### src/rtl/addressed_serial_frame_receiver_top_defines.svh
// ----------------------------------------------------------------------------
// Assertion macros for the addressed serial frame receiver
// Concurrent checks that compile away when ASSERT_OFF is defined.
// ----------------------------------------------------------------------------
`ifndef ADDRESSED_SERIAL_FRAME_RECEIVER_TOP_DEFINES_SVH
`define ADDRESSED_SERIAL_FRAME_RECEIVER_TOP_DEFINES_SVH
`ifndef ASSERT_OFF
`define ASSERT_IMPL(label, clk, rst_n, ante, cons) \
    label: assert property (@(posedge clk) disable iff (!rst_n) (ante) |-> (cons)) \
        else $error("same-cycle check failed");
`define ASSERT_NEXT(label, clk, rst_n, ante, cons) \
    label: assert property (@(posedge clk) disable iff (!rst_n) (ante) |=> (cons)) \
        else $error("next-cycle check failed");
`else
`define ASSERT_IMPL(label, clk, rst_n, ante, cons)
`define ASSERT_NEXT(label, clk, rst_n, ante, cons)
`endif
`endif

### src/rtl/asfr_pkg.sv
// ----------------------------------------------------------------------------
// Addressed serial frame receiver package
// Frame marker bytes and fixed positions within a frame.
// ----------------------------------------------------------------------------
package asfr_pkg;

    localparam logic [7:0] SYNC_A     = 8'hE7;
    localparam logic [7:0] SYNC_B     = 8'hD9;
    localparam logic [7:0] FRAME_TYPE = 8'h02;
    localparam logic [7:0] TAIL_A     = 8'hF8;
    localparam logic [7:0] TAIL_B     = 8'hC6;

    localparam logic [7:0] HDR_LEN    = 8'd14;

    localparam logic [7:0] POS_SYNC0  = 8'd1;
    localparam logic [7:0] POS_SYNC1  = 8'd2;
    localparam logic [7:0] POS_SYNC2  = 8'd3;
    localparam logic [7:0] POS_SYNC3  = 8'd4;
    localparam logic [7:0] POS_TYPE   = 8'd5;
    localparam logic [7:0] POS_ADDR   = 8'd6;
    localparam logic [7:0] POS_FREE   = 8'd7;
    localparam logic [7:0] POS_LEN    = 8'd8;

endpackage

### src/rtl/asfr_cmd_fifo.sv
// ----------------------------------------------------------------------------
// Frame command queue
// Two-entry queue of completed frames (buffer bank and length) between
// the byte parser and the drain side.
// ----------------------------------------------------------------------------
module asfr_cmd_fifo #(
    parameter int MAX_FRAME = 50
) (
    input  logic                                 clk,
    input  logic                                 rst_n,
    input  logic                                 push,
    input  logic                                 push_bank,
    input  logic [$clog2(MAX_FRAME + 1) - 1:0]   push_len,
    input  logic                                 pop,
    output logic                                 full,
    output logic                                 not_empty,
    output logic                                 head_bank,
    output logic [$clog2(MAX_FRAME + 1) - 1:0]   head_len
);

    localparam int LW = $clog2(MAX_FRAME + 1);

    logic          bank_reg [2];
    logic [LW-1:0] len_reg  [2];
    logic          wr_ptr_reg;
    logic          rd_ptr_reg;
    logic [1:0]    count_reg;

    assign full      = (count_reg == 2'd2);
    assign not_empty = (count_reg != 2'd0);
    assign head_bank = bank_reg[rd_ptr_reg];
    assign head_len  = len_reg[rd_ptr_reg];

    always_ff @(posedge clk or negedge rst_n)
    begin
        if (!rst_n)
        begin
            wr_ptr_reg <= 1'b0;
            rd_ptr_reg <= 1'b0;
            count_reg  <= 2'd0;
        end
        else
        begin
            if (push)
            begin
                wr_ptr_reg <= ~wr_ptr_reg;
            end
            if (pop)
            begin
                rd_ptr_reg <= ~rd_ptr_reg;
            end
            case ({push, pop})
                2'b10:   count_reg <= count_reg + 2'd1;
                2'b01:   count_reg <= count_reg - 2'd1;
                default: count_reg <= count_reg;
            endcase
        end
    end

    always_ff @(posedge clk)
    begin
        if (push)
        begin
            bank_reg[wr_ptr_reg] <= push_bank;
            len_reg[wr_ptr_reg]  <= push_len;
        end
    end

endmodule

### src/rtl/asfr_parser.sv
// ----------------------------------------------------------------------------
// Frame parser
// Checks each received byte against its frame position, writes kept bytes
// into the current buffer bank and queues the frame once the trailer ends.
// ----------------------------------------------------------------------------
module asfr_parser
    import asfr_pkg::*;
#(
    parameter int MAX_FRAME = 50
) (
    input  logic                                 clk,
    input  logic                                 rst_n,
    input  logic                                 in_valid,
    output logic                                 in_stall,
    input  logic [7:0]                           rx_byte,
    input  logic [7:0]                           station_id,
    input  logic                                 q_full,
    output logic                                 wr_en,
    output logic [$clog2(MAX_FRAME):0]           wr_addr,
    output logic [7:0]                           wr_data,
    output logic                                 push,
    output logic                                 push_bank,
    output logic [$clog2(MAX_FRAME + 1) - 1:0]   push_len
);

    localparam int PW = $clog2(MAX_FRAME + 2);
    localparam int AW = $clog2(MAX_FRAME);
    localparam int LW = $clog2(MAX_FRAME + 1);

    logic [PW-1:0] pos_reg;
    logic [PW-1:0] pos_next;
    logic [7:0]    total_reg;
    logic [7:0]    total_next;
    logic          bank_reg;
    logic          bank_next;

    logic          accept;
    logic [PW-1:0] p;
    logic [7:0]    p8;
    logic [7:0]    want;
    logic          len_ok;

    assign in_stall  = q_full;
    assign accept    = in_valid && !q_full;
    assign p         = pos_reg + PW'(1);
    assign p8        = 8'(p);
    assign len_ok    = (total_reg >= HDR_LEN) && (total_reg <= 8'(MAX_FRAME));
    assign wr_addr   = {bank_reg, AW'(p - PW'(1))};
    assign wr_data   = rx_byte;
    assign push_bank = bank_reg;
    assign push_len  = LW'(total_reg);

    always_comb
    begin
        unique case (p8)
            POS_SYNC0: want = SYNC_A;
            POS_SYNC1: want = SYNC_B;
            POS_SYNC2: want = SYNC_A;
            POS_SYNC3: want = SYNC_B;
            POS_TYPE:  want = FRAME_TYPE;
            default:   want = station_id;
        endcase
    end

    always_comb
    begin
        pos_next   = pos_reg;
        total_next = total_reg;
        bank_next  = bank_reg;
        wr_en      = 1'b0;
        push       = 1'b0;
        if (accept)
        begin
            pos_next = p;
            if (p8 <= POS_ADDR)
            begin
                if (rx_byte == want)
                begin
                    wr_en = 1'b1;
                end
                else
                begin
                    pos_next = '0;
                end
            end
            else if (p8 == POS_FREE)
            begin
                wr_en = 1'b1;
            end
            else if (p8 == POS_LEN)
            begin
                total_next = rx_byte + HDR_LEN;
                wr_en      = 1'b1;
            end
            else if (len_ok && (p8 == total_reg - 8'd3 || p8 == total_reg - 8'd1))
            begin
                if (rx_byte == TAIL_A)
                begin
                    wr_en = 1'b1;
                end
                else
                begin
                    pos_next = '0;
                end
            end
            else if (len_ok && p8 == total_reg - 8'd2)
            begin
                if (rx_byte == TAIL_B)
                begin
                    wr_en = 1'b1;
                end
                else
                begin
                    pos_next = '0;
                end
            end
            else if (len_ok && p8 == total_reg)
            begin
                pos_next = '0;
                if (rx_byte == TAIL_B)
                begin
                    wr_en     = 1'b1;
                    push      = 1'b1;
                    bank_next = ~bank_reg;
                end
            end
            else if (p > PW'(MAX_FRAME))
            begin
                pos_next = '0;
            end
            else if (len_ok)
            begin
                wr_en = 1'b1;
            end
        end
    end

    always_ff @(posedge clk or negedge rst_n)
    begin
        if (!rst_n)
        begin
            pos_reg   <= '0;
            total_reg <= '0;
            bank_reg  <= 1'b0;
        end
        else
        begin
            pos_reg   <= pos_next;
            total_reg <= total_next;
            bank_reg  <= bank_next;
        end
    end

endmodule

### src/rtl/asfr_drain.sv
// ----------------------------------------------------------------------------
// Frame drain
// Holds the two frame buffers and reads the queued frame out, one item per
// byte, marking the final byte.
// ----------------------------------------------------------------------------
module asfr_drain #(
    parameter int MAX_FRAME = 50
) (
    input  logic                                 clk,
    input  logic                                 rst_n,
    input  logic                                 wr_en,
    input  logic [$clog2(MAX_FRAME):0]           wr_addr,
    input  logic [7:0]                           wr_data,
    input  logic                                 q_not_empty,
    input  logic                                 q_bank,
    input  logic [$clog2(MAX_FRAME + 1) - 1:0]   q_len,
    output logic                                 pop,
    output logic                                 out_valid,
    input  logic                                 out_stall,
    output logic [7:0]                           frame_byte,
    output logic                                 frame_last
);

    localparam int AW    = $clog2(MAX_FRAME);
    localparam int LW    = $clog2(MAX_FRAME + 1);
    localparam int DEPTH = 2 ** (AW + 1);

    logic [7:0]    frame_mem [DEPTH];

    logic [AW-1:0] idx_reg;
    logic [AW-1:0] idx_next;
    logic          pend_reg;
    logic          pend_last_reg;
    logic [7:0]    rd_data_reg;
    logic          out_valid_reg;
    logic [7:0]    out_byte_reg;
    logic          out_last_reg;

    logic          rd_issue;
    logic          rd_last;

    assign rd_issue   = q_not_empty && !pend_reg && (!out_valid_reg || !out_stall);
    assign rd_last    = (LW'(idx_reg) == LW'(q_len - LW'(1)));
    assign pop        = rd_issue && rd_last;
    assign out_valid  = out_valid_reg;
    assign frame_byte = out_byte_reg;
    assign frame_last = out_last_reg;

    always_comb
    begin
        idx_next = idx_reg;
        if (rd_issue)
        begin
            idx_next = rd_last ? '0 : idx_reg + AW'(1);
        end
    end

    always_ff @(posedge clk)
    begin
        if (wr_en)
        begin
            frame_mem[wr_addr] <= wr_data;
        end
        if (rd_issue)
        begin
            rd_data_reg <= frame_mem[{q_bank, idx_reg}];
        end
        if (pend_reg)
        begin
            out_byte_reg <= rd_data_reg;
        end
    end

    always_ff @(posedge clk or negedge rst_n)
    begin
        if (!rst_n)
        begin
            idx_reg       <= '0;
            pend_reg      <= 1'b0;
            pend_last_reg <= 1'b0;
            out_valid_reg <= 1'b0;
            out_last_reg  <= 1'b0;
        end
        else
        begin
            idx_reg  <= idx_next;
            pend_reg <= rd_issue;
            if (rd_issue)
            begin
                pend_last_reg <= rd_last;
            end
            if (pend_reg)
            begin
                out_valid_reg <= 1'b1;
                out_last_reg  <= pend_last_reg;
            end
            else if (!out_stall)
            begin
                out_valid_reg <= 1'b0;
            end
        end
    end

endmodule

### src/rtl/addressed_serial_frame_receiver_top.sv
// ----------------------------------------------------------------------------
// Addressed serial frame receiver
// Assembles addressed frames from received bytes and replays each complete
// frame as a run of bytes with the last one marked.
// ----------------------------------------------------------------------------
// A received byte is taken whenever a frame buffer is free. There are two
// buffers: one frame collects while the previous one drains, and the input
// stalls only when both hold completed frames. A completed frame leaves byte
// by byte through the single registered read port of the frame memory feeding
// the output register; each byte reaches the output register before the next
// read is issued, and out_stall holds the flow. No clearing pass follows reset.
`include "addressed_serial_frame_receiver_top_defines.svh"

module addressed_serial_frame_receiver_top #(
    parameter int MAX_FRAME = 50
) (
    input  logic       clk,
    input  logic       rst_n,
    input  logic       cfg_valid,
    output logic       cfg_ready,
    input  logic [7:0] cfg_data,
    input  logic       in_valid,
    output logic       in_stall,
    input  logic [7:0] rx_byte,
    output logic       out_valid,
    input  logic       out_stall,
    output logic [7:0] frame_byte,
    output logic       frame_last
);

    localparam int AW = $clog2(MAX_FRAME);
    localparam int LW = $clog2(MAX_FRAME + 1);

    logic [7:0]    station_id_reg;

    logic          wr_en;
    logic [AW:0]   wr_addr;
    logic [7:0]    wr_data;
    logic          q_push;
    logic          q_push_bank;
    logic [LW-1:0] q_push_len;
    logic          q_pop;
    logic          q_full;
    logic          q_not_empty;
    logic          q_bank;
    logic [LW-1:0] q_len;

    assign cfg_ready = 1'b1;

    always_ff @(posedge clk or negedge rst_n)
    begin
        if (!rst_n)
        begin
            station_id_reg <= 8'd0;
        end
        else if (cfg_valid && cfg_ready)
        begin
            station_id_reg <= cfg_data;
        end
    end

    asfr_parser #(
        .MAX_FRAME (MAX_FRAME)
    ) u_parser (
        .clk        (clk),
        .rst_n      (rst_n),
        .in_valid   (in_valid),
        .in_stall   (in_stall),
        .rx_byte    (rx_byte),
        .station_id (station_id_reg),
        .q_full     (q_full),
        .wr_en      (wr_en),
        .wr_addr    (wr_addr),
        .wr_data    (wr_data),
        .push       (q_push),
        .push_bank  (q_push_bank),
        .push_len   (q_push_len)
    );

    asfr_cmd_fifo #(
        .MAX_FRAME (MAX_FRAME)
    ) u_cmd_fifo (
        .clk       (clk),
        .rst_n     (rst_n),
        .push      (q_push),
        .push_bank (q_push_bank),
        .push_len  (q_push_len),
        .pop       (q_pop),
        .full      (q_full),
        .not_empty (q_not_empty),
        .head_bank (q_bank),
        .head_len  (q_len)
    );

    asfr_drain #(
        .MAX_FRAME (MAX_FRAME)
    ) u_drain (
        .clk         (clk),
        .rst_n       (rst_n),
        .wr_en       (wr_en),
        .wr_addr     (wr_addr),
        .wr_data     (wr_data),
        .q_not_empty (q_not_empty),
        .q_bank      (q_bank),
        .q_len       (q_len),
        .pop         (q_pop),
        .out_valid   (out_valid),
        .out_stall   (out_stall),
        .frame_byte  (frame_byte),
        .frame_last  (frame_last)
    );

    `ASSERT_IMPL(a_push_has_room, clk, rst_n, q_push, !q_full)
    `ASSERT_IMPL(a_pop_not_empty, clk, rst_n, q_pop, q_not_empty)
    `ASSERT_NEXT(a_push_queued, clk, rst_n, q_push, q_not_empty)
    `ASSERT_IMPL(a_no_overwrite, clk, rst_n, wr_en && q_not_empty, wr_addr[AW] != q_bank)

endmodule
### config.mk
export PLATFORM = sky130hd
export DESIGN_NAME = addressed_serial_frame_receiver_top
export DESIGN_NICKNAME = d
export VERILOG_FILES = /design/src/rtl/asfr_pkg.sv /design/src/rtl/asfr_cmd_fifo.sv /design/src/rtl/asfr_parser.sv /design/src/rtl/asfr_drain.sv /design/src/rtl/addressed_serial_frame_receiver_top.sv
export VERILOG_INCLUDE_DIRS = /design/src /design/src/rtl
export SDC_FILE = /design/constraint.sdc
export NUM_CORES = 1
export LEC_CHECK = 0
export ABC_AREA = 1
export BUFFER_PORTS_ARGS = -buffer_cell sky130_fd_sc_hd__buf_2
export CAP_MARGIN = 25
export CORE_UTILIZATION = 47
export CTS_BUF_LIST = sky130_fd_sc_hd__clkbuf_2
export CTS_CLUSTER_SIZE = 40
export DETAILED_ROUTE_END_ITERATION = 10
export HOLD_SLACK_MARGIN = 0.15
export SYNTH_ARGS = -nofsm -noshare
export SYNTH_HDL_FRONTEND = slang
export SYNTH_SLANG_ARGS = --single-unit
### constraint.sdc
create_clock -name clk -period 3 [get_ports clk]
set_input_delay 0.6 -clock clk [delete_from_list [all_inputs] [get_ports clk]]
set_output_delay 0.6 -clock clk [all_outputs]
set_load 0.01 [all_outputs]
==> impl_metrics.json, run 1 <==
{
  "holdCritPathClass": "primary input to flop",
  "max_freq_ghz": 0.3104,
  "seq_area_frac_synth": 0.7191,
  "insertion_delay_ns": 1.55,
  "grt_first_pass_wirelength_um": 198300,
  "status": "finished, violations left",
  "start_kind": "flop",
  "synthesis.area_um2": 45300,
  "syn2layout_area_growth_pct": 18.08,
  "final-instance-count-excl-fill": 5660,
  "rsz0062_at_grt": "yes",
  "grt_antenna_before_repair": 5,
  "startpoint": "u_parser.pos_reg[1]",
  "worst_slack_ns": -0.2218,
  "synth_area_per_cell_um2": 12.32,
  "drtPass1Iterations": 6,
  "max-clock-path-buffers": 4,
  "violations": "negative setup slack",
  "grt_pass1_vias": 31830,
  "vias_per_cell": 5.759,
  "power.total_mw": 45.67,
  "async_flop_share": 0.03391,
  "clock_power_share": 0.215,
  "dieArea_um2": 97630,
  "timing.rr.end": "u_drain.frame_mem[115][1]",
  "min_period_ns": 3.222,
  "mostFrequentLayoutCell": "edfxtp_1",
  "crit_fanout": 6,
  "routedWlPerCell_um": 23.69,
  "grt_max_degree": 129,
  "vdd_drop_max_uv": 916.6,
  "p_comb_frac": 0.402,
  "worst_slew_pin_slew_ns": 0.9942,
  "ctsRootBufferMaster": "clkbuf_2",
  "track_usage": 0.2728,
  "io_pins": 33,
  "cts_sinks": 1091,
  "end_kind": "flop",
  "syn_inst": 3678,
  "drt_iter0_drc": 3949,
  "max_cap_viol_count": 0,
  "r2r_start": "u_parser.pos_reg[1]",
  "dp_cells": 5080,
  "p_sw_frac": 0.4150,
  "coreArea_um2": 95290,
  "drt-total-wl_um": 134100,
  "slew_headroom": 0.3372,
  "num_rows": 113,
  "cts_tree": "done",
  "synth_warnings": 0,
  "largest_reg_flops": 1024,
  "critical_path_class": "flop to flop",
  "p_sw_mw": 18.95,
  "arrival_ns": 4.40,
  "p_leak_nw": 18.31,
  "die_w_um": 312.5,
  "fin_crit_sh": 1.074,
  "clock_skew_ns": 0.1893,
  "p_seq_frac": 0.383,
  "final_core_util": 0.5613,
  "place_area_um2": 49430,
  "power.internal_mw": 26.72,
  "finalMaxSlewViolations": 0,
  "synth_fp_nets": 3714,
  "place.gp.congestion": 0.8796,
  "cts_made_buffers": 292,
  "required_ns": 4.18,
  "synth_edf_count": 1054,
  "vias": 32600,
  "crit_path_end": "u_drain.frame_mem[115][1]",
  "htree_levels": 5,
  "final_cell_mix": "edfxtp_1 (1054), nor2_1 (573), o21ai_0 (538)",
  "dieHeight_um": 312.5,
  "dpl.hpwl_um": 77890,
  "synth_seq_cells": 1091,
  "ys_types": 45,
  "fill_cells": 8076,
  "synth_ff_type": "edfxtp_1",
  "clkTransAtPathRegs_ns": 0.11,
  "cellPowerDensity_nw_per_um2": 853.9,
  "r2r_slack_ns": -0.22,
  "final_cell_area_um2": 53490,
  "drc_errors": 0,
  "initial_core_util": 0.4754,
  "final_nets": 4226,
  "reg2regPathDepth": 23,
  "layout-drive-gt1-share": 0.2350,
  "setup_viol": 979,
  "grt_remaining_overflow": 0,
  "final-hold-violation-count": 0,
  "holdWs_ns": 0.3151,
  "final_antenna_net_count": 0,
  "port_buffers": 31
}
## area by class of cell
| type | instances | area (um2) | share of cell area |
|---|---|---|---|
| Inverter | 74 | 292.8 | 0.005474 |
| Tap cell | 1265 | 1583 | 0.02959 |
| Timing Repair Buffer | 470 | 4692 | 0.08772 |
| Sequential cell | 1091 | 32590 | 0.6093 |
| Antenna cell | 8 | 20.02 | 0.0003743 |
| Multi-Input combinational cell | 2261 | 11900 | 0.2224 |
| Clock inverter | 93 | 421.7 | 0.007883 |
| Clock buffer | 398 | 1992 | 0.03724 |
## synthesized netlist by cell type (2+ instances only)
master	count	area, um2
edfxtp_1	1054	31650
nor2_1	604	2267
o21ai_0	538	2693
nand2_1	402	1509
clkbuf_1	221	829.6
o22ai_1	158	988.5
nand3_1	126	630.6
nor2_2	104	650.6
o221ai_1	98	858.3
inv_1	68	255.2
nand4_1	67	419.2
xor2_1	39	341.6
dfrtp_1	37	925.9
o211ai_1	33	247.7
buf_6	16	180.2
ha_1	15	187.7
nor3_1	15	75.07
a21oi_1	12	60.06
a31oi_1	10	62.56
buf_1	6	22.52
buf_2	6	30.03
xnor2_1	6	52.55
nand3_2	4	40.04
nor2_4	4	45.04
buf_4	3	22.52
inv_2	3	11.26
mux2_2	3	33.78
nand2_2	3	18.77
nand3b_1	3	22.52
nor4_1	3	18.77
clkinv_1	2	7.510
or2_2	2	12.51
## power groups by stage
stage	sequential, mW	combinational (mW)	clock (mW)
finish	17.5	18.3	9.81
global route	17.5	19.7	10.8
CTS	17.5	17.7	10.0
detailed placement	17.8	17.3	0
global placement	17.8	17.3	0
floorplan	17.6	10.2	0
## repair_timing
action / in CTS / in global routing
setup buffers: 14 / 6
cloned: 1 / 3
hold endpoints to repair: 891 / 0
pin swaps: 7 / 19
resized for setup: 59 / 127
endpoints found under the setup margin: 1017 / 1043
hold buffers: 58 / 0
## worst min-delay path by stage
stage / cells after the start / to / startpoint
5_1_grt: 3 / u_drain.frame_mem[99][6] / rx_byte[6]
6_report: 3 / u_drain.frame_mem[101][0] / rx_byte[0]
2_1_floorplan: 0 / station_id_reg[0] / rst_n
3_5_place_dp: 0 / u_drain.frame_byte[4] / u_drain.rd_data_reg[4]
3_3_place_gp: 0 / u_drain.frame_byte[2] / u_drain.rd_data_reg[2]
4_1_cts: 6 / u_parser.pos_reg[2] / in_valid
## routing by layer
metal,part of all wire,vias up,track usage
met5,0,-,0
met4,0.025,0,0.09113
met3,0.096,257,0.04545
met2,0.45,1800,0.4105
met1,0.43,15860,0.4038
li1,-,14680,-
## cells by family after synthesis
kind of cell,synth area share
AND/OR/NAND/NOR,0.1274
flip-flops,0.7191
AO/OA/AOI/OAI,0.1094
buffers and inverters,0.03013
XOR/XNOR,0.008701
adder cells (fa/ha/maj),0.004143
multiplexers,0.0009667
other,0.00008278
## critical path: stages, from the launching register on
cell	delay, ns
dfrtp_2	0.46
ha_4	0.19
nand2_2	0.07
inv_2	0.06
nor2_4	0.15
inv_2	0.08
nand3_4	0.09
nor2_4	0.05
nor2_4	0.16
buf_6	0.15
nand2_4	0.05
nand2_2	0.05
nand2_1	0.04
nand2_1	0.07
nand3_1	0.07
nor2_1	0.14
nand2_1	0.08
nand2_2	0.10
nand3_4	0.15
buf_12	0.18
clkbuf_16	0.16
buf_4	0.15
nor2_2	0.10
buf_4	0.15
## stage by stage
stage | setup slack, ns | TNS [ns]
floorplan | -0.03309 | -5.108
global route | -0.4339 | -348.23
detailed placement | -0.2564 | -153.63
CTS | -0.1730 | -69.26
finish | -0.2218 | -115.65
global placement | -0.2492 | -157.39
(Power assumes the default switching activity.)
==> inputs of run 2 (changes only) <==
--- a/config.mk
+++ b/config.mk
@@ -14,6 +14,8 @@
 export CTS_CLUSTER_SIZE = 40
 export DETAILED_ROUTE_END_ITERATION = 10
 export HOLD_SLACK_MARGIN = 0.15
+export MAX_ROUTING_LAYER = met4
+export RECOVER_POWER = 25
 export SYNTH_ARGS = -nofsm -noshare
 export SYNTH_HDL_FRONTEND = slang
 export SYNTH_SLANG_ARGS = --single-unit
==> constraint.sdc (replaced) <==
create_clock -name clk -period 3 [get_ports clk]
set_input_delay 0.6 -clock clk [delete_from_list [all_inputs] [get_ports clk]]
set_output_delay 0.6 -clock clk [all_outputs]
set_load 0.05 [all_outputs]
==> run 2 against run 1 <==
Effect of this change: the run ends with max-capacitance violations, max-slew violations, negative setup slack left; core utilization is essentially flat; largest power group unchanged; critical path depth fell by 3; cell area is essentially flat; largest cell class unchanged.
==> impl_metrics.json, run 2 (synthesis results as in run 1) <==
{
  "clkTransAtPathRegs_ns": 0.11,
  "dpl.hpwl_um": 77890,
  "insertion_delay_ns": 1.55,
  "grt_antenna_before_repair": 5,
  "max-clock-path-buffers": 4,
  "grt_pass1_vias": 31810,
  "max_cap_viol_count": 6,
  "reg2regPathDepth": 20,
  "cp_slowest_cell": "dfrtp_2",
  "crit_family": "simple AND/OR/NAND/NOR gates",
  "path_buf_inv": 5,
  "crit_path_end": "u_drain.frame_mem[57][3]",
  "worst_slack_ns": -0.2401,
  "coreArea_um2": 95290,
  "drt-total-wl_um": 134100,
  "multi_input_area_um2": 11900,
  "vias_per_cell": 5.764,
  "finalMaxSlewViolations": 352,
  "final_cell_area_um2": 53520,
  "end_kind": "flop",
  "htree_levels": 5,
  "p_leak_nw": 18.33,
  "rsz0062_at_grt": "yes",
  "max_freq_ghz": 0.3086,
  "vdd_drop_max_uv": 919.9,
  "cellPowerDensity_nw_per_um2": 857.7,
  "startpoint": "u_parser.pos_reg[1]",
  "ctsRootBufferMaster": "clkbuf_2",
  "drtPass1Iterations": 6,
  "final_core_util": 0.5616,
  "grt_first_pass_wirelength_um": 198400,
  "fill_cells": 8095,
  "status": "finished, violations left",
  "port_buffers": 31,
  "cts_sinks": 1091,
  "r2r_slack_ns": -0.24,
  "start_kind": "flop",
  "drc_errors": 0,
  "initial_core_util": 0.4754,
  "final_nets": 4232,
  "mostFrequentLayoutCell": "edfxtp_1",
  "required_ns": 4.09,
  "critical_path_class": "flop to flop",
  "syn2layout_area_growth_pct": 18.15,
  "place.gp.congestion": 0.8941,
  "final_cell_mix": "edfxtp_1 (1054), nor2_1 (575), o21ai_0 (538)",
  "grt_remaining_overflow": 0,
  "path_depth": 20,
  "cp_common_cell": "nand2_1",
  "clock_skew_ns": 0.1879,
  "fin_crit_sh": 1.080,
  "io_pins": 33,
  "cp_slowest_stage_delay_ns": 0.46,
  "arrival_ns": 4.33,
  "cts_tree": "done",
  "drt_iter0_drc": 3867,
  "holdCritPathClass": "primary input to flop",
  "slew_headroom": -0.4199,
  "place_area_um2": 49430,
  "final_antenna_net_count": 0,
  "cts_made_buffers": 292,
  "r2r_start": "u_parser.pos_reg[1]",
  "num_rows": 113,
  "min_period_ns": 3.240,
  "routedWlPerCell_um": 23.66,
  "worst_slew_pin_slew_ns": 2.130,
  "largest_reg_flops": 1024,
  "final-hold-violation-count": 0,
  "die_w_um": 312.5,
  "violations": "max-capacitance violations, max-slew violations, negative setup slack",
  "timing.rr.end": "u_drain.frame_mem[57][3]",
  "setup_viol": 1010,
  "dieArea_um2": 97630,
  "dieHeight_um": 312.5,
  "vias": 32670,
  "grt_max_degree": 129,
  "layout-drive-gt1-share": 0.2333,
  "crit_fanout": 6,
  "crit_chain": "buf_6 > ha_1 > or2_4 > nand3_2 > nor2_4 > nor2_4 > nand2_1 > nand2_1 > nand2_1 > nand2_1 > nand3_1 > nor2_1 > nand2_1 > nand2_2 > nand3_4 > buf_12 > buf_16 > buf_16 > nor2_4 > buf_6",
  "final.setup.tns_ns": -142.53,
  "track_usage": 0.2814,
  "ff_latch_area_um2": 32590
}
[run 2: changes by cell type in the layout (fill, tap and decap cells not counted), moves of 2 or more]
cell,previous run,this run
nor2_2,75,71
buf_12,53,48
clkbuf_4,0,2
nand2_4,2,4
buf_16,2,5
clkbuf_16,3,6
nand2_2,8,5
buf_8,4,2
clkbuf_1,0,9
buf_6,78,73
nor2_4,64,66
nor2_1,573,575
[run 2: worst min-delay path by stage]
stage / startpoint / end / cells past startpoint
floorplan: rst_n / station_id_reg[0] / 0
CTS: in_valid / u_parser.pos_reg[2] / 6
global placement: u_drain.rd_data_reg[2] / u_drain.frame_byte[2] / 0
detailed placement: u_drain.rd_data_reg[4] / u_drain.frame_byte[4] / 0
finish: in_valid / u_parser.pos_reg[2] / 6
global route: in_valid / u_parser.pos_reg[2] / 6
[run 2: repair_timing]
action / in CTS / in global routing
endpoints found under the hold margin: 891 / 0
gates resized for setup: 59 / 123
setup buffers: 14 / 9
gates cloned: 1 / 6
hold buffers: 58 / 0
endpoints found under the setup margin: 1021 / 1046
pin swaps: 7 / 21
[run 2: per-layer routing]
layer,wire [um],vias to the layer above,track usage
li1,-,14700,-
met1,57420,15940,0.4038
met2,60610,1750,0.4116
met3,12630,273,0.04526
met4,3430,0,0.08935
met5,0,-,-
[run 2: worst min-delay path: cells and delay by family]
kind | cells | cell delay [ns]
buf+inv | 3 | 0.82
compound gates | 1 | 0.21
simple gates | 2 | 0.09
[run 2: stage by stage]
stage	instances	total power, mW	hold WS [ns]	worst slack, ns
detailed placement	5080	35.37	0.4101	-0.2564
global route	5666	48.25	0.2202	-0.4547
CTS	5644	45.43	0.1643	-0.1730
global placement	5080	35.38	0.4054	-0.2492
finish	5667	45.90	0.3061	-0.2401
floorplan	3678	28.03	0.3044	-0.03309
[run 2: area by class of cell]
cell class / count / area share
sequential: 1091 / 0.6090
multi-input combinational: 2261 / 0.2223
timing repair buffer: 476 / 0.08818
clock buffer: 398 / 0.03722
tap: 1265 / 0.02957
clock inverter: 93 / 0.007879
inverter: 74 / 0.005471
antenna: 9 / 0.0004208
[run 2: power breakdown]
group	internal, mW	switching (mW)	leakage (nW)
Clock	3.76	6.05	1.88
Sequential	17.1	0.404	9.87
Combinational	5.90	12.7	6.58
